## src/nsc_pkg.sv

```systemverilog
`timescale 1ns / 1ps
// ----------------------------------------------------------------------------
// nsc_pkg
// shared types, character codes and lookup functions of the nmea checker
// ----------------------------------------------------------------------------
package nsc_pkg;

    localparam int MaxLineDefault = 512;
    localparam int LineLenWidth   = 10;

    localparam logic [7:0] CHAR_DOLLAR  = 8'h24;
    localparam logic [7:0] CHAR_STAR    = 8'h2A;
    localparam logic [7:0] CHAR_COMMA   = 8'h2C;
    localparam logic [7:0] CHAR_NEWLINE = 8'h0A;
    localparam logic [7:0] CHAR_NUL     = 8'h00;

    localparam logic [39:0] ID_GPGGA = 40'h4750474741;
    localparam logic [39:0] ID_GPVTG = 40'h4750565447;
    localparam logic [39:0] ID_WIMDA = 40'h57494D4441;
    localparam logic [39:0] ID_WIMWV = 40'h57494D5756;
    localparam logic [39:0] ID_TIROT = 40'h5449524F54;
    localparam logic [39:0] ID_YXXDR = 40'h5958584452;

    typedef enum logic [2:0] {
        STATUS_OK,
        STATUS_NO_START,
        STATUS_NO_CHECKSUM,
        STATUS_MISMATCH,
        STATUS_TOO_LONG
    } status_t;

    typedef enum logic [2:0] {
        KIND_OTHER,
        KIND_GPGGA,
        KIND_GPVTG,
        KIND_WIMDA,
        KIND_WIMWV,
        KIND_TIROT,
        KIND_YXXDR
    } kind_t;

    // digits after the star
    typedef enum logic [1:0] {
        HEX_OPEN,
        HEX_ONE,
        HEX_DONE_VALUE,
        HEX_DONE_EMPTY
    } hex_state_t;

    typedef struct packed {
        status_t     status;
        kind_t       kind;
        logic [7:0]  computed_sum;
        logic [7:0]  received_sum;
        logic [7:0]  field_count;
    } nsc_result_t;

    typedef struct packed {
        logic       valid;
        logic [3:0] value;
    } hex_digit_t;

    function automatic hex_digit_t hex_of(input logic [7:0] b);
        hex_digit_t d;
        d.valid = 1'b1;
        d.value = 4'h0;
        if (b >= 8'h30 && b <= 8'h39)
        begin
            d.value = 4'(b - 8'h30);
        end
        else if (b >= 8'h41 && b <= 8'h46)
        begin
            d.value = 4'(b - 8'h37);
        end
        else if (b >= 8'h61 && b <= 8'h66)
        begin
            d.value = 4'(b - 8'h57);
        end
        else
        begin
            d.valid = 1'b0;
        end
        return d;
    endfunction

    function automatic kind_t kind_of(input logic [39:0] id);
        kind_t k;
        case (id)
            ID_GPGGA: k = KIND_GPGGA;
            ID_GPVTG: k = KIND_GPVTG;
            ID_WIMDA: k = KIND_WIMDA;
            ID_WIMWV: k = KIND_WIMWV;
            ID_TIROT: k = KIND_TIROT;
            ID_YXXDR: k = KIND_YXXDR;
            default:  k = KIND_OTHER;
        endcase
        return k;
    endfunction

endpackage

```

## src/nsc_line_tracker.sv

```systemverilog
`timescale 1ns / 1ps
// ----------------------------------------------------------------------------
// nsc_line_tracker
// per-line state: checksum, star snapshot, hex digits, identifier, commas
// and length; presents the line verdict from the current state
// ----------------------------------------------------------------------------
module nsc_line_tracker #(
    parameter int MAX_LINE = nsc_pkg::MaxLineDefault
) (
    input  logic                clk,
    input  logic                rst_n,
    input  logic                step,
    input  logic [7:0]          rx_byte,
    output nsc_pkg::nsc_result_t result
);

    localparam logic [nsc_pkg::LineLenWidth-1:0] LINE_LIMIT =
        nsc_pkg::LineLenWidth'(MAX_LINE);
    localparam logic [nsc_pkg::LineLenWidth-1:0] LEN_MAX = '1;

    logic                              started_reg, started_next;
    logic [7:0]                        running_xor_reg, running_xor_next;
    logic [7:0]                        sum_at_star_reg, sum_at_star_next;
    logic                              star_seen_reg, star_seen_next;
    nsc_pkg::hex_state_t               hex_state_reg, hex_state_next;
    logic [7:0]                        hex_value_reg, hex_value_next;
    logic [39:0]                       id_chars_reg, id_chars_next;
    logic                              id_done_reg, id_done_next;
    logic [7:0]                        comma_count_reg, comma_count_next;
    logic [7:0]                        commas_at_star_reg, commas_at_star_next;
    logic [nsc_pkg::LineLenWidth-1:0]  line_length_reg, line_length_next;

    nsc_pkg::hex_digit_t digit;
    logic                have_digits;
    logic [8:0]          fields_sum;

    assign digit = nsc_pkg::hex_of(rx_byte);

    // next state
    always_comb
    begin
        started_next        = started_reg;
        running_xor_next    = running_xor_reg;
        sum_at_star_next    = sum_at_star_reg;
        star_seen_next      = star_seen_reg;
        hex_state_next      = hex_state_reg;
        hex_value_next      = hex_value_reg;
        id_chars_next       = id_chars_reg;
        id_done_next        = id_done_reg;
        comma_count_next    = comma_count_reg;
        commas_at_star_next = commas_at_star_reg;
        line_length_next    = line_length_reg;
        if (step)
        begin
            if (rx_byte == nsc_pkg::CHAR_NEWLINE)
            begin
                started_next        = 1'b0;
                running_xor_next    = '0;
                sum_at_star_next    = '0;
                star_seen_next      = 1'b0;
                hex_state_next      = nsc_pkg::HEX_OPEN;
                hex_value_next      = '0;
                id_chars_next       = '0;
                id_done_next        = 1'b0;
                comma_count_next    = '0;
                commas_at_star_next = '0;
                line_length_next    = '0;
            end
            else
            begin
                if (line_length_reg != LEN_MAX)
                begin
                    line_length_next = line_length_reg + 1'b1;
                end
                if (!started_reg)
                begin
                    if (rx_byte == nsc_pkg::CHAR_DOLLAR)
                    begin
                        started_next = 1'b1;
                    end
                end
                else
                begin
                    if (rx_byte == nsc_pkg::CHAR_STAR)
                    begin
                        sum_at_star_next    = running_xor_reg;
                        commas_at_star_next = comma_count_reg;
                        star_seen_next      = 1'b1;
                        hex_state_next      = nsc_pkg::HEX_OPEN;
                        hex_value_next      = '0;
                    end
                    else if (star_seen_reg && (hex_state_reg == nsc_pkg::HEX_OPEN ||
                                               hex_state_reg == nsc_pkg::HEX_ONE))
                    begin
                        if (!digit.valid)
                        begin
                            hex_state_next = (hex_state_reg == nsc_pkg::HEX_ONE) ?
                                nsc_pkg::HEX_DONE_VALUE : nsc_pkg::HEX_DONE_EMPTY;
                        end
                        else
                        begin
                            hex_value_next = {hex_value_reg[3:0], digit.value};
                            hex_state_next = (hex_state_reg == nsc_pkg::HEX_ONE) ?
                                nsc_pkg::HEX_DONE_VALUE : nsc_pkg::HEX_ONE;
                        end
                    end

                    if (!id_done_reg)
                    begin
                        if (rx_byte == nsc_pkg::CHAR_COMMA)
                        begin
                            id_done_next = 1'b1;
                        end
                        else if (rx_byte == nsc_pkg::CHAR_NUL || id_chars_reg[39:32] != 8'h00)
                        begin
                            id_done_next  = 1'b1;
                            id_chars_next = '0;
                        end
                        else
                        begin
                            id_chars_next = {id_chars_reg[31:0], rx_byte};
                        end
                    end

                    if (rx_byte == nsc_pkg::CHAR_COMMA && comma_count_reg != 8'hFF)
                    begin
                        comma_count_next = comma_count_reg + 8'd1;
                    end

                    running_xor_next = running_xor_reg ^ rx_byte;
                end
            end
        end
    end

    // verdict of the line so far
    always_comb
    begin
        have_digits = (hex_state_reg == nsc_pkg::HEX_ONE) ||
                      (hex_state_reg == nsc_pkg::HEX_DONE_VALUE);
        fields_sum  = {1'b0, (star_seen_reg ? commas_at_star_reg : comma_count_reg)} + 9'd1;

        result.kind         = nsc_pkg::KIND_OTHER;
        result.computed_sum = '0;
        result.received_sum = '0;
        result.field_count  = '0;
        if (started_reg)
        begin
            if (id_done_reg)
            begin
                result.kind = nsc_pkg::kind_of(id_chars_reg);
            end
            if (star_seen_reg)
            begin
                result.computed_sum = sum_at_star_reg;
            end
            if (star_seen_reg && have_digits)
            begin
                result.received_sum = hex_value_reg;
            end
            result.field_count = fields_sum[8] ? 8'hFF : fields_sum[7:0];
        end

        if (line_length_reg >= LINE_LIMIT)
        begin
            result.status = nsc_pkg::STATUS_TOO_LONG;
        end
        else if (!started_reg)
        begin
            result.status = nsc_pkg::STATUS_NO_START;
        end
        else if (!star_seen_reg || !have_digits)
        begin
            result.status = nsc_pkg::STATUS_NO_CHECKSUM;
        end
        else if (result.computed_sum != result.received_sum)
        begin
            result.status = nsc_pkg::STATUS_MISMATCH;
        end
        else
        begin
            result.status = nsc_pkg::STATUS_OK;
        end
    end

    always_ff @(posedge clk or negedge rst_n)
    begin
        if (!rst_n)
        begin
            started_reg        <= 1'b0;
            running_xor_reg    <= '0;
            sum_at_star_reg    <= '0;
            star_seen_reg      <= 1'b0;
            hex_state_reg      <= nsc_pkg::HEX_OPEN;
            hex_value_reg      <= '0;
            id_chars_reg       <= '0;
            id_done_reg        <= 1'b0;
            comma_count_reg    <= '0;
            commas_at_star_reg <= '0;
            line_length_reg    <= '0;
        end
        else
        begin
            started_reg        <= started_next;
            running_xor_reg    <= running_xor_next;
            sum_at_star_reg    <= sum_at_star_next;
            star_seen_reg      <= star_seen_next;
            hex_state_reg      <= hex_state_next;
            hex_value_reg      <= hex_value_next;
            id_chars_reg       <= id_chars_next;
            id_done_reg        <= id_done_next;
            comma_count_reg    <= comma_count_next;
            commas_at_star_reg <= commas_at_star_next;
            line_length_reg    <= line_length_next;
        end
    end

endmodule

```

## src/nmea_sentence_checker_unit.sv

```systemverilog
`timescale 1ns / 1ps
// ----------------------------------------------------------------------------
// nmea_sentence_checker_unit
// checks one nmea 0183 line per newline from a stream of received bytes
//
//   channel   direction   handshake              payload
//   in        input       in_valid / in_ready    rx_byte
//   out       output      out_valid / out_ready  status, sentence_kind,
//                                                computed_sum, received_sum,
//                                                field_count
//
// one byte per cycle unless the input is held: a byte is registered, then
// folded into the line state; a newline loads the verdict into the result register.
// out_valid rises when the registered newline is folded into the line state.
// rst_n clears the line state and both valid flags.
// only a newline waiting on a full, stalled result register holds the input.
// ----------------------------------------------------------------------------
module nmea_sentence_checker_unit #(
    parameter int MAX_LINE = nsc_pkg::MaxLineDefault
) (
    input  logic       clk,
    input  logic       rst_n,
    input  logic       in_valid,
    output logic       in_ready,
    input  logic [7:0] rx_byte,
    output logic       out_valid,
    input  logic       out_ready,
    output logic [2:0] status,
    output logic [2:0] sentence_kind,
    output logic [7:0] computed_sum,
    output logic [7:0] received_sum,
    output logic [7:0] field_count
);

    logic                 in_valid_reg, in_valid_next;
    logic [7:0]           in_byte_reg;
    logic                 out_valid_reg, out_valid_next;
    nsc_pkg::nsc_result_t result_reg;
    nsc_pkg::nsc_result_t line_result;
    logic                 is_newline;
    logic                 step;

    assign is_newline = (in_byte_reg == nsc_pkg::CHAR_NEWLINE);
    assign step       = in_valid_reg && (!is_newline || !out_valid_reg || out_ready);
    assign in_ready   = !in_valid_reg || step;

    nsc_line_tracker #(
        .MAX_LINE (MAX_LINE)
    ) u_tracker (
        .clk     (clk),
        .rst_n   (rst_n),
        .step    (step),
        .rx_byte (in_byte_reg),
        .result  (line_result)
    );

    always_comb
    begin
        in_valid_next = in_ready ? in_valid : in_valid_reg;
        if (step && is_newline)
        begin
            out_valid_next = 1'b1;
        end
        else if (out_ready)
        begin
            out_valid_next = 1'b0;
        end
        else
        begin
            out_valid_next = out_valid_reg;
        end
    end

    always_ff @(posedge clk or negedge rst_n)
    begin
        if (!rst_n)
        begin
            in_valid_reg  <= 1'b0;
            out_valid_reg <= 1'b0;
        end
        else
        begin
            in_valid_reg  <= in_valid_next;
            out_valid_reg <= out_valid_next;
        end
    end

    // payload registers
    always_ff @(posedge clk)
    begin
        if (in_valid && in_ready)
        begin
            in_byte_reg <= rx_byte;
        end
        if (step && is_newline)
        begin
            result_reg <= line_result;
        end
    end

    assign out_valid     = out_valid_reg;
    assign status        = result_reg.status;
    assign sentence_kind = result_reg.kind;
    assign computed_sum  = result_reg.computed_sum;
    assign received_sum  = result_reg.received_sum;
    assign field_count   = result_reg.field_count;

endmodule

```

## config.mk

```make
export PLATFORM = sky130hd
export DESIGN_NAME = nmea_sentence_checker_unit
export DESIGN_NICKNAME = d
export VERILOG_FILES = /design/src/nsc_pkg.sv /design/src/nsc_line_tracker.sv /design/src/nmea_sentence_checker_unit.sv
export SDC_FILE = /design/constraint.sdc
export NUM_CORES = 1
export LEC_CHECK = 0
export BUFFER_PORTS_ARGS = -buffer_cell sky130_fd_sc_hd__buf_2
export CORE_MARGIN = 10
export CORE_UTILIZATION = 53
export CTS_BUF_LIST = sky130_fd_sc_hd__clkbuf_16
export DETAILED_ROUTE_END_ITERATION = 7
export GPL_TIMING_DRIVEN = 1
export HOLD_SLACK_MARGIN = 0.08
export PLACE_DENSITY = 0.71
export SLEW_MARGIN = 20
export SYNTH_ARGS = -nofsm -noshare
export SYNTH_HDL_FRONTEND = slang
export SYNTH_SLANG_ARGS = --single-unit
```

## constraint.sdc

```tcl
create_clock -name clk -period 8.9 [get_ports clk]
set_clock_uncertainty 0.15 [all_clocks]
set_input_delay 1.335 -clock clk [delete_from_list [all_inputs] [get_ports clk]]
set_output_delay 1.335 -clock clk [all_outputs]
set_load 0.05 [all_outputs]
```

; Word-level counts from Yosys, hierarchy flattened
; Index checks and enable logic that the tools add are counted.
[totals]
word_cells = 150
regBits = 135
inputBits = 12
output_inout_bits = 32
[op_classes]
eq_ne = 17
n_reduce_logical = 40
mux = 58
n_addsub = 6
bitwise = 2
order_cmp = 7
[op_table]
columns = op, n
row1 = $eq 40x39->1 const B, 6
row2 = $mux 40, 5
row3 = $mux 8, 20
row4 = $eq 8x6->1 const B, 3
row5 = $mux 24, 1
row6 = $mux 10, 2
row7 = $pmux 3 s6, 1
row8 = $mux 1, 17
row9 = $ge 8x7->1 const B, 2
row10 = $le 8x7->1 const B, 2
row11 = $mux 2, 7
row12 = $mux 4, 3
row13 = $add 10x1->10 const B, 1
row14 = $ge 10x10->1 const B, 1
row15 = $ne 10x10->1 const B, 1
row16 = $reduce_bool 2->1, 5
row17 = $add 8x1->9 const B, 1
row18 = $logic_and 1x1->1, 9
row19 = $reduce_and 3->1, 3
row20 = $add 8x1->8 const B, 1
row21 = $eq 8x4->1 const B, 1
row22 = $ge 8x6->1 const B, 1
row23 = $le 8x6->1 const B, 1
row24 = $logic_not 8->1, 1
row25 = other kinds (18), 35

; Longest topological paths before layout
; Gate-level depths: netlist of run 1.
[logic_depth]
ltp_word = 10
mapped_depth = 9
ltp_nobuf = 8

; By module
; Synthesis of run 1 repeated with hierarchy kept, for this count alone.
[hier_totals]
hier_cells = 575
hier_area_um2 = 6456.2
[modules_own_cells]
columns = module, area_each_um2, n_inst, seq_area_each_um2, cells_per_inst
row1 = nsc_line_tracker, 5176.2, 1, 2377.3, 524
row2 = nmea_sentence_checker_unit, 1280.0, 1, 1191.1, 51

; Worst setup path after synthesis of run 1
; Ideal clock, no wire load.
[synth_timing]
path_kind = input -> register
startpoint = in out_ready
endpoint = reg result_reg (netlist bit computed_sum[0]), enable pin
required_ns = 8.344
cell_stages = 4
arrival_ns = 2.892
path_buffers = 1
slack_ns = 5.452
setup_ns = 0.406
cell_sequence = nand2b_1 > nand4_1 > inv_1 > buf_1
[synth_between]
elab_chain_cells = 3
[synth_rtl]
columns = item, line_no
row1 = from (decl), nmea_sentence_checker_unit.sv:27  ; input logic out_ready,
row2 = $logic_or 1x1->1, nmea_sentence_checker_unit.sv:44  ; assign step = in_valid_reg && (!is_newline || !out_valid_reg || out_ready);
row3 = $logic_and 1x1->1, nmea_sentence_checker_unit.sv:44
row4 = $logic_and 1x1->1, nmea_sentence_checker_unit.sv:95  ; if (step && is_newline)
row5 = to (signal assigned), nmea_sentence_checker_unit.sv:97  ; result_reg <= line_result;
row6 = to (decl), nmea_sentence_checker_unit.sv:38  ; nsc_pkg::nsc_result_t result_reg;
; No other way between the ends.
; A chain may end at the register's enable or synchronous reset.

; Worst setup path in the final report of run 1
[layout_timing]
startpoint = reg in_byte_reg[4]
endpoint = out in_ready
[layout_between]
elab_chain_cells = 6
[layout_rtl]
columns = item, line_no
row1 = from (decl), nmea_sentence_checker_unit.sv:36  ; logic [7:0] in_byte_reg;
row2 = from (signal assigned), nmea_sentence_checker_unit.sv:93  ; in_byte_reg <= rx_byte;
row3 = $eq 8x4->1, nmea_sentence_checker_unit.sv:43  ; assign is_newline = (in_byte_reg == nsc_pkg::CHAR_NEWLINE);
row4 = $logic_not 1->1, nmea_sentence_checker_unit.sv:44
row5 = $logic_or 1x1->1 (2 in a row), nmea_sentence_checker_unit.sv:44
row6 = $logic_and 1x1->1, nmea_sentence_checker_unit.sv:44
row7 = $logic_or 1x1->1, nmea_sentence_checker_unit.sv:45  ; assign in_ready = !in_valid_reg || step;
row8 = to (decl), nmea_sentence_checker_unit.sv:24  ; output logic in_ready,
; No other way between the ends.

==> results.yml, run 1 <==
synth:
  synth-simple-area-share_pct: 20.88
  synth_top_area_cell: "dfrtp_1"
  synthCells: 597
  synth_xor_area_share_pct: 4.188
  synth_edf_count: 38
  synthArstFlopShare_pct: 71.85
  synth_top_family_by_area: "simple AND/OR/NAND/NOR gates"
  syn_area_um2: 6482
  syn_area_per_cell_um2: 10.86
  synth.distinct_cells: 57
  yosys_warnings: 0
  synth-compound-area-share_pct: 11.95
  synth_nets: 620
  synthFlopType: "dfrtp_1"
  synth_fa_ha_area_share_pct: 2.123
  yosys.area.top_type_share_pct: 37.44
  synth-seq-cells: 135
  synth_mux_area_share_pct: 2.258
  seq_area_frac_synth_pct: 55.05
  synthTopCellsByArea: "dfrtp_1 (37%), edfxtp_1 (18%), a22o_1 (5.4%)"
routing:
  dr_total_vias: 4767
  wire_per_inst_um: 17.26
  drtIter0Drc: 486
  avgViaCountPerCell: 6.027
  drc: 0
  antenna_left: 0
  dr.pass1.iters: 5
  drt-total-wl_mm: 13.66
clocking:
  cts_tree: "built"
  post_cts_resized: 0
  numCtsBuffers: 17
  cts_setup_buffers: 0
  cts.sinks: 135
  holdBufCountCts: 0
  htree_levels: 4
  clockBufferDepth: 2
  clk_latency_ns: 0.42
  clk_pin_slew_ns: 0.06
  root_buffer: "clkbuf_16"
sta:
  relSlewSlack_pct: 31.86
  finalCritPeriodShare_pct: 42.59
  rsz0062_at_grt: "false"
  holdWs_ns: 0.3141
  timing.fmax_ghz: 0.2638
  hold_viol: 0
  tns_ns: 0
  min_period_ns: 3.791
  maxSlewViolCount: 0
  setup_viol: 0
  worstMarginPinSlew_ns: 1.021
cells_and_area:
  largest_reg_flops: 40
  final_cells: 791
  final_util_pct: 60.59
  layout_common_cells: "dfrtp_1 (97), nand2_1 (70), buf_2 (42), nor2_1 (41), nand3_1 (41)"
  antenna_cells: 0
  areaGrowthSynthToFinish_pct: 12.28
  final_common_cell: "dfrtp_1"
  final_nets: 654
  fillers: 974
  drive_gt1_share_pct: 13.51
critical_path:
  worst_ep_arrival_time_ns: 2.31
  worstSetupPathType: "flop to primary output"
  cp-start-kind: "flop"
  crit_fanout: 11
  startpoint: "in_byte_reg[4]$_DFFE_PP_"
  critPathCaptureType: "primary output"
  r2r_start: "in_byte_reg[0]$_DFFE_PP_"
  r2r_slack_ns: 5.72
  cp.required_ns: 7.41
flow_run:
  cap_violations: 0
grt:
  antenna_found_initial: 0
  grt_pass1_wl_mm: 22.97
  grt_pass1_vias: 4653
  grt_use_total_pct: 16.86
  grt_max_degree: 57
  overflow: 0
power_and_ir_drop:
  p_total_w: 0.001642
  leakagePower_nw: 3.237
  peakVddDrop_mv: 0.1338
  power_density_nw_per_um2: 225.6
place:
  place.gp.congestion: 0.9053
  port_buffers: 43
  dp_hpwl_mm: 9.345
  place_inst: 758
floorplanning:
  num_rows: 40
  die_y_um: 130.6
  die_x_um: 130.6
  coreArea_um2: 12010
  start_util_pct: 53.97
  dieArea_um2: 17060
  io_pins: 44
outcome:
  status: "finished clean"
worst_hold_path:
  hp-start: "u_tracker.commas_at_star_reg[0]$_DFFE_PN0P_"
  hold_class: "flop to flop"
-- cells by family (layout without fill, tap and decap cells) --
group | after synthesis | after routing
AOI/OAI and AO/OA | 102 | 102
xor gates and xnor gates | 31 | 31
adders and majority gates | 11 | 11
buffers and inverters | 49 | 96
DFF | 135 | 135
muxes | 14 | 14
and+or+nand+nor | 255 | 255
-- through the flow --
step | setup WS [ns] | instance area, µm²
floorplan | 5.452 | 6482
global placement | 5.492 | 6736
detailed placement | 5.419 | 6738
CTS | 5.109 | 7251
global route | 4.977 | 7278
finish | 5.109 | 7278
-- report_power, final --
part | internal [W] | total, W | switching [W]
clock | 0.000370 | 0.000609 | 0.000239
combinational | 0.000101 | 0.000205 | 0.000104
sequential | 0.000724 | 0.000828 | 0.000103
-- layer usage --
metal	share of wire, %	global-route usage, %	routed length, µm	vias to the layer above
met3	5.6	4.432	769	15
li1	-	-	-	2246
met5	0	0	0	-
met1	49	23.87	6712	2362
met4	1.4	5.952	197	0
met2	44	24.44	5976	144
-- final cells by class --
class                      count  area (µm²)  share of cell area, %
clock inverter                15       87.58                  1.203
multi-input combinational    413        2685                  36.89
sequential                   135        3568                  49.03
clock buffer                  17       425.4                  5.845
timing repair buffer          46       260.3                  3.576
inverter                      18       67.56                 0.9283
tap                          147       183.9                  2.527
-- worst max-delay path, stage by stage (launching register included) --
cell and delay, ns:
edfxtp_1 0.56, or4_4 0.60, nor2_1 0.30, nand3_1 0.18, buf_2 0.25
-- synthesized netlist by cell type, drive strengths merged (2+ instances only) --
cell type,count
dfrtp,97
nand2,70
nand3,41
nor2,41
a22o,40
edfxtp,38
and3,22
a21oi,20
o21ai,20
xnor2,19
clkbuf,18
inv,18
buf,13
nand4,12
xor2,12
ha,11
mux2i,9
nor3,9
nor4,9
nor2b,6
nor3b,6
nor4b,6
and2,5
mux2,5
nand2b,5
nand4b,5
a31oi,3
and4b,3
o311ai,3
or3b,3
or4,3
a211oi,2
a311oi,2
and3b,2
and4,2
nand3b,2
nor4bb,2
o2bb2ai,2
o31a,2
-- final timing paths --
path,depth (start not counted),endpoint
setup / recovery,4,in_ready
hold / removal,2,u_tracker.commas_at_star_reg[0]$_DFFE_PN0P_
setup reg to reg,7,u_tracker.hex_value_reg[7]$_DFFE_PN0P_
hold reg to reg,2,u_tracker.commas_at_star_reg[0]$_DFFE_PN0P_
max in group asynchronous,2,u_tracker.comma_count_reg[0]$_DFFE_PN0P_
min in group asynchronous,1,u_tracker.id_chars_reg[32]$_DFFE_PN0P_
No activity file was read; power rests on OpenSTA's default activity.
==> inputs of run 2 (changes only) <==
Clock period 8.9 ns to 3.7 ns, I/O delays scaled along.
==> run 2 against run 1 <==
- clock power grew to 2.5 times the previous value
- clock-buffer cell count is the same
- die area unchanged
- non-clock buffer count rose by 7
- largest power group unchanged
==> results.yml, run 2 (synthesized netlist as in run 1, its figures left out) <==
clocking:
  cts.sinks: 135
  cts_setup_buffers: 0
  clk_latency_ns: 0.42
  clockBufferDepth: 2
  numCtsBuffers: 17
  post_cts_resized: 0
  htree_levels: 4
  cts_tree: "built"
  clk_pin_slew_ns: 0.05
  root_buffer: "clkbuf_16"
cells_and_area:
  final_nets: 661
  layout_common_cells: "dfrtp_1 (97), nand2_1 (70), buf_2 (42), nor2_1 (41), nand3_1 (41)"
  areaGrowthSynthToFinish_pct: 13.18
  antenna_cells: 0
  drive_gt1_share_pct: 14.13
  final_common_cell: "dfrtp_1"
  largest_reg_flops: 40
sta:
  setup_viol: 0
  holdWs_ns: 0.1608
  tns_ns: 0
  fin_ws_ns: 0.6205
  worstMarginPinSlew_ns: 0.8864
  maxSlewViolCount: 0
  rsz0062_at_grt: "false"
  relSlewSlack_pct: 40.79
  timing.fmax_ghz: 0.3247
  min_period_ns: 3.079
  hold_viol: 0
  finalCritPeriodShare_pct: 83.23
critical_path:
  path_depth: 4
  cp-start-kind: "flop"
  cp_num_buf_inv: 1
  cp_cell_sequence: "or4_4, nor2_1, nand3_1, buf_2"
  reg2reg_depth: 4
  startpoint: "in_byte_reg[5]$_DFFE_PP_"
  r2r_end: "computed_sum[4]$_DFFE_PP_"
  worst_ep_arrival_time_ns: 2.37
  crit_fanout: 9
  cp.required_ns: 2.99
  critPathCaptureType: "primary output"
  r2r_slack_ns: 0.87
  crit_family: "simple AND/OR/NAND/NOR gates"
  r2r_start: "in_byte_reg[5]$_DFFE_PP_"
  cpPeakStageDelay_ns: 0.61
  worstSetupPathType: "flop to primary output"
  cpMaxStageDelayCell: "or4_4"
worst_hold_path:
  whs_path_depth: 1
  hold_class: "input pin to flop"
  min_to: "in_byte_reg[3]$_DFFE_PP_"
  hp-start: "rx_byte[3]"
routing:
  dr.pass1.iters: 5
  wire_per_inst_um: 17.03
  drc: 0
  dr_total_vias: 4705
  drt-total-wl_mm: 13.59
  avgViaCountPerCell: 5.896
  drtIter0Drc: 490
  antenna_left: 0
place:
  dp_hpwl_mm: 9.440
  dp_worst_setup_slack_ns: 0.6889
  place.gp.congestion: 0.8771
  port_buffers: 43
power_and_ir_drop:
  power_density_nw_per_um2: 547.8
  peakVddDrop_mv: 0.2604
  leakagePower_nw: 3.251
grt:
  grt_pass1_vias: 4650
  grt_max_degree: 60
  antenna_found_initial: 0
  grt_pass1_wl_mm: 23.14
  grt_use_total_pct: 17.00
  overflow: 0
floorplanning:
  die_y_um: 130.6
  dieArea_um2: 17060
  io_pins: 44
  start_util_pct: 53.97
  die_x_um: 130.6
  coreArea_um2: 12010
  num_rows: 40
flow_run:
  cap_violations: 0
outcome:
  status: "finished clean"
## run 2: changes by cell type in the layout (fill, tap and decap cells not counted), sizes merged
cell / change
buf: +6
bufinv: +1
clkinv: +2
dlygate4sd3: +1
inv: -3
## run 2: area by class of cell
cell class | instances | area (µm²)
fill | 943 | 4674
inverter | 18 | 67.56
tap | 147 | 183.9
sequential | 135 | 3568
clock inverter | 15 | 111.4
timing repair buffer | 53 | 295.3
clock buffer | 17 | 425.4
multi-input combinational | 413 | 2685
## run 2: worst reg2reg max path, delay by kind of cell (launching register included)
family,cells,cell delay (ns)
AND/OR/NAND/NOR,2,0.91
flip-flops,1,0.55
buffers and inverters,2,0.91
## run 2: routing by layer
layer,global-route usage (%),share of wire [%],wire length (µm)
met4,5.952,1.3,182
met1,23.67,48,6570
met3,5.197,6.9,940
met5,0,0,0
met2,24.62,43,5895
## run 2: where the power goes
part           internal [W]  switching [W]  leakage [nW]  total, W
registers           0.00174       0.000243          1.61   0.00199
clock network      0.000959       0.000578         0.289   0.00154
logic              0.000243       0.000253          1.35  0.000497
## run 2: worst max-delay path by stage
| stage | end | slack (ns) |
|---|---|---|
| floorplan | computed_sum[0]$_DFFE_PP_ | 0.79 |
| global placement | u_tracker.id_chars_reg[35]$_DFFE_PN0P_ | 0.85 |
| detailed placement | u_tracker.id_chars_reg[27]$_DFFE_PN0P_ | 0.69 |
| CTS | in_ready | 0.63 |
| global route | in_ready | 0.45 |
| finish | in_ready | 0.62 |
## run 2: metrics by stage
| stage | power (W) | instance area, µm² | util, % | instances |
|---|---|---|---|---|
| 2_1_floorplan | 0.002334 | 6482 | - | 597 |
| 6_report | 0.004019 | 7337 | 61.08 | 798 |
| 3_3_place_gp | 0.002467 | 6789 | 56.52 | 765 |
| 5_1_grt | 0.004220 | 7337 | 61.08 | 798 |
| 4_1_cts | 0.004040 | 7336 | 61.07 | 798 |
| 3_5_place_dp | 0.002500 | 6789 | 56.52 | 765 |
## run 2: timing repair
action / CTS / global route
hold buffers: 1 / 0
endpoints found under the hold margin: 53 / 0
endpoints found under the setup margin: 0 / 0
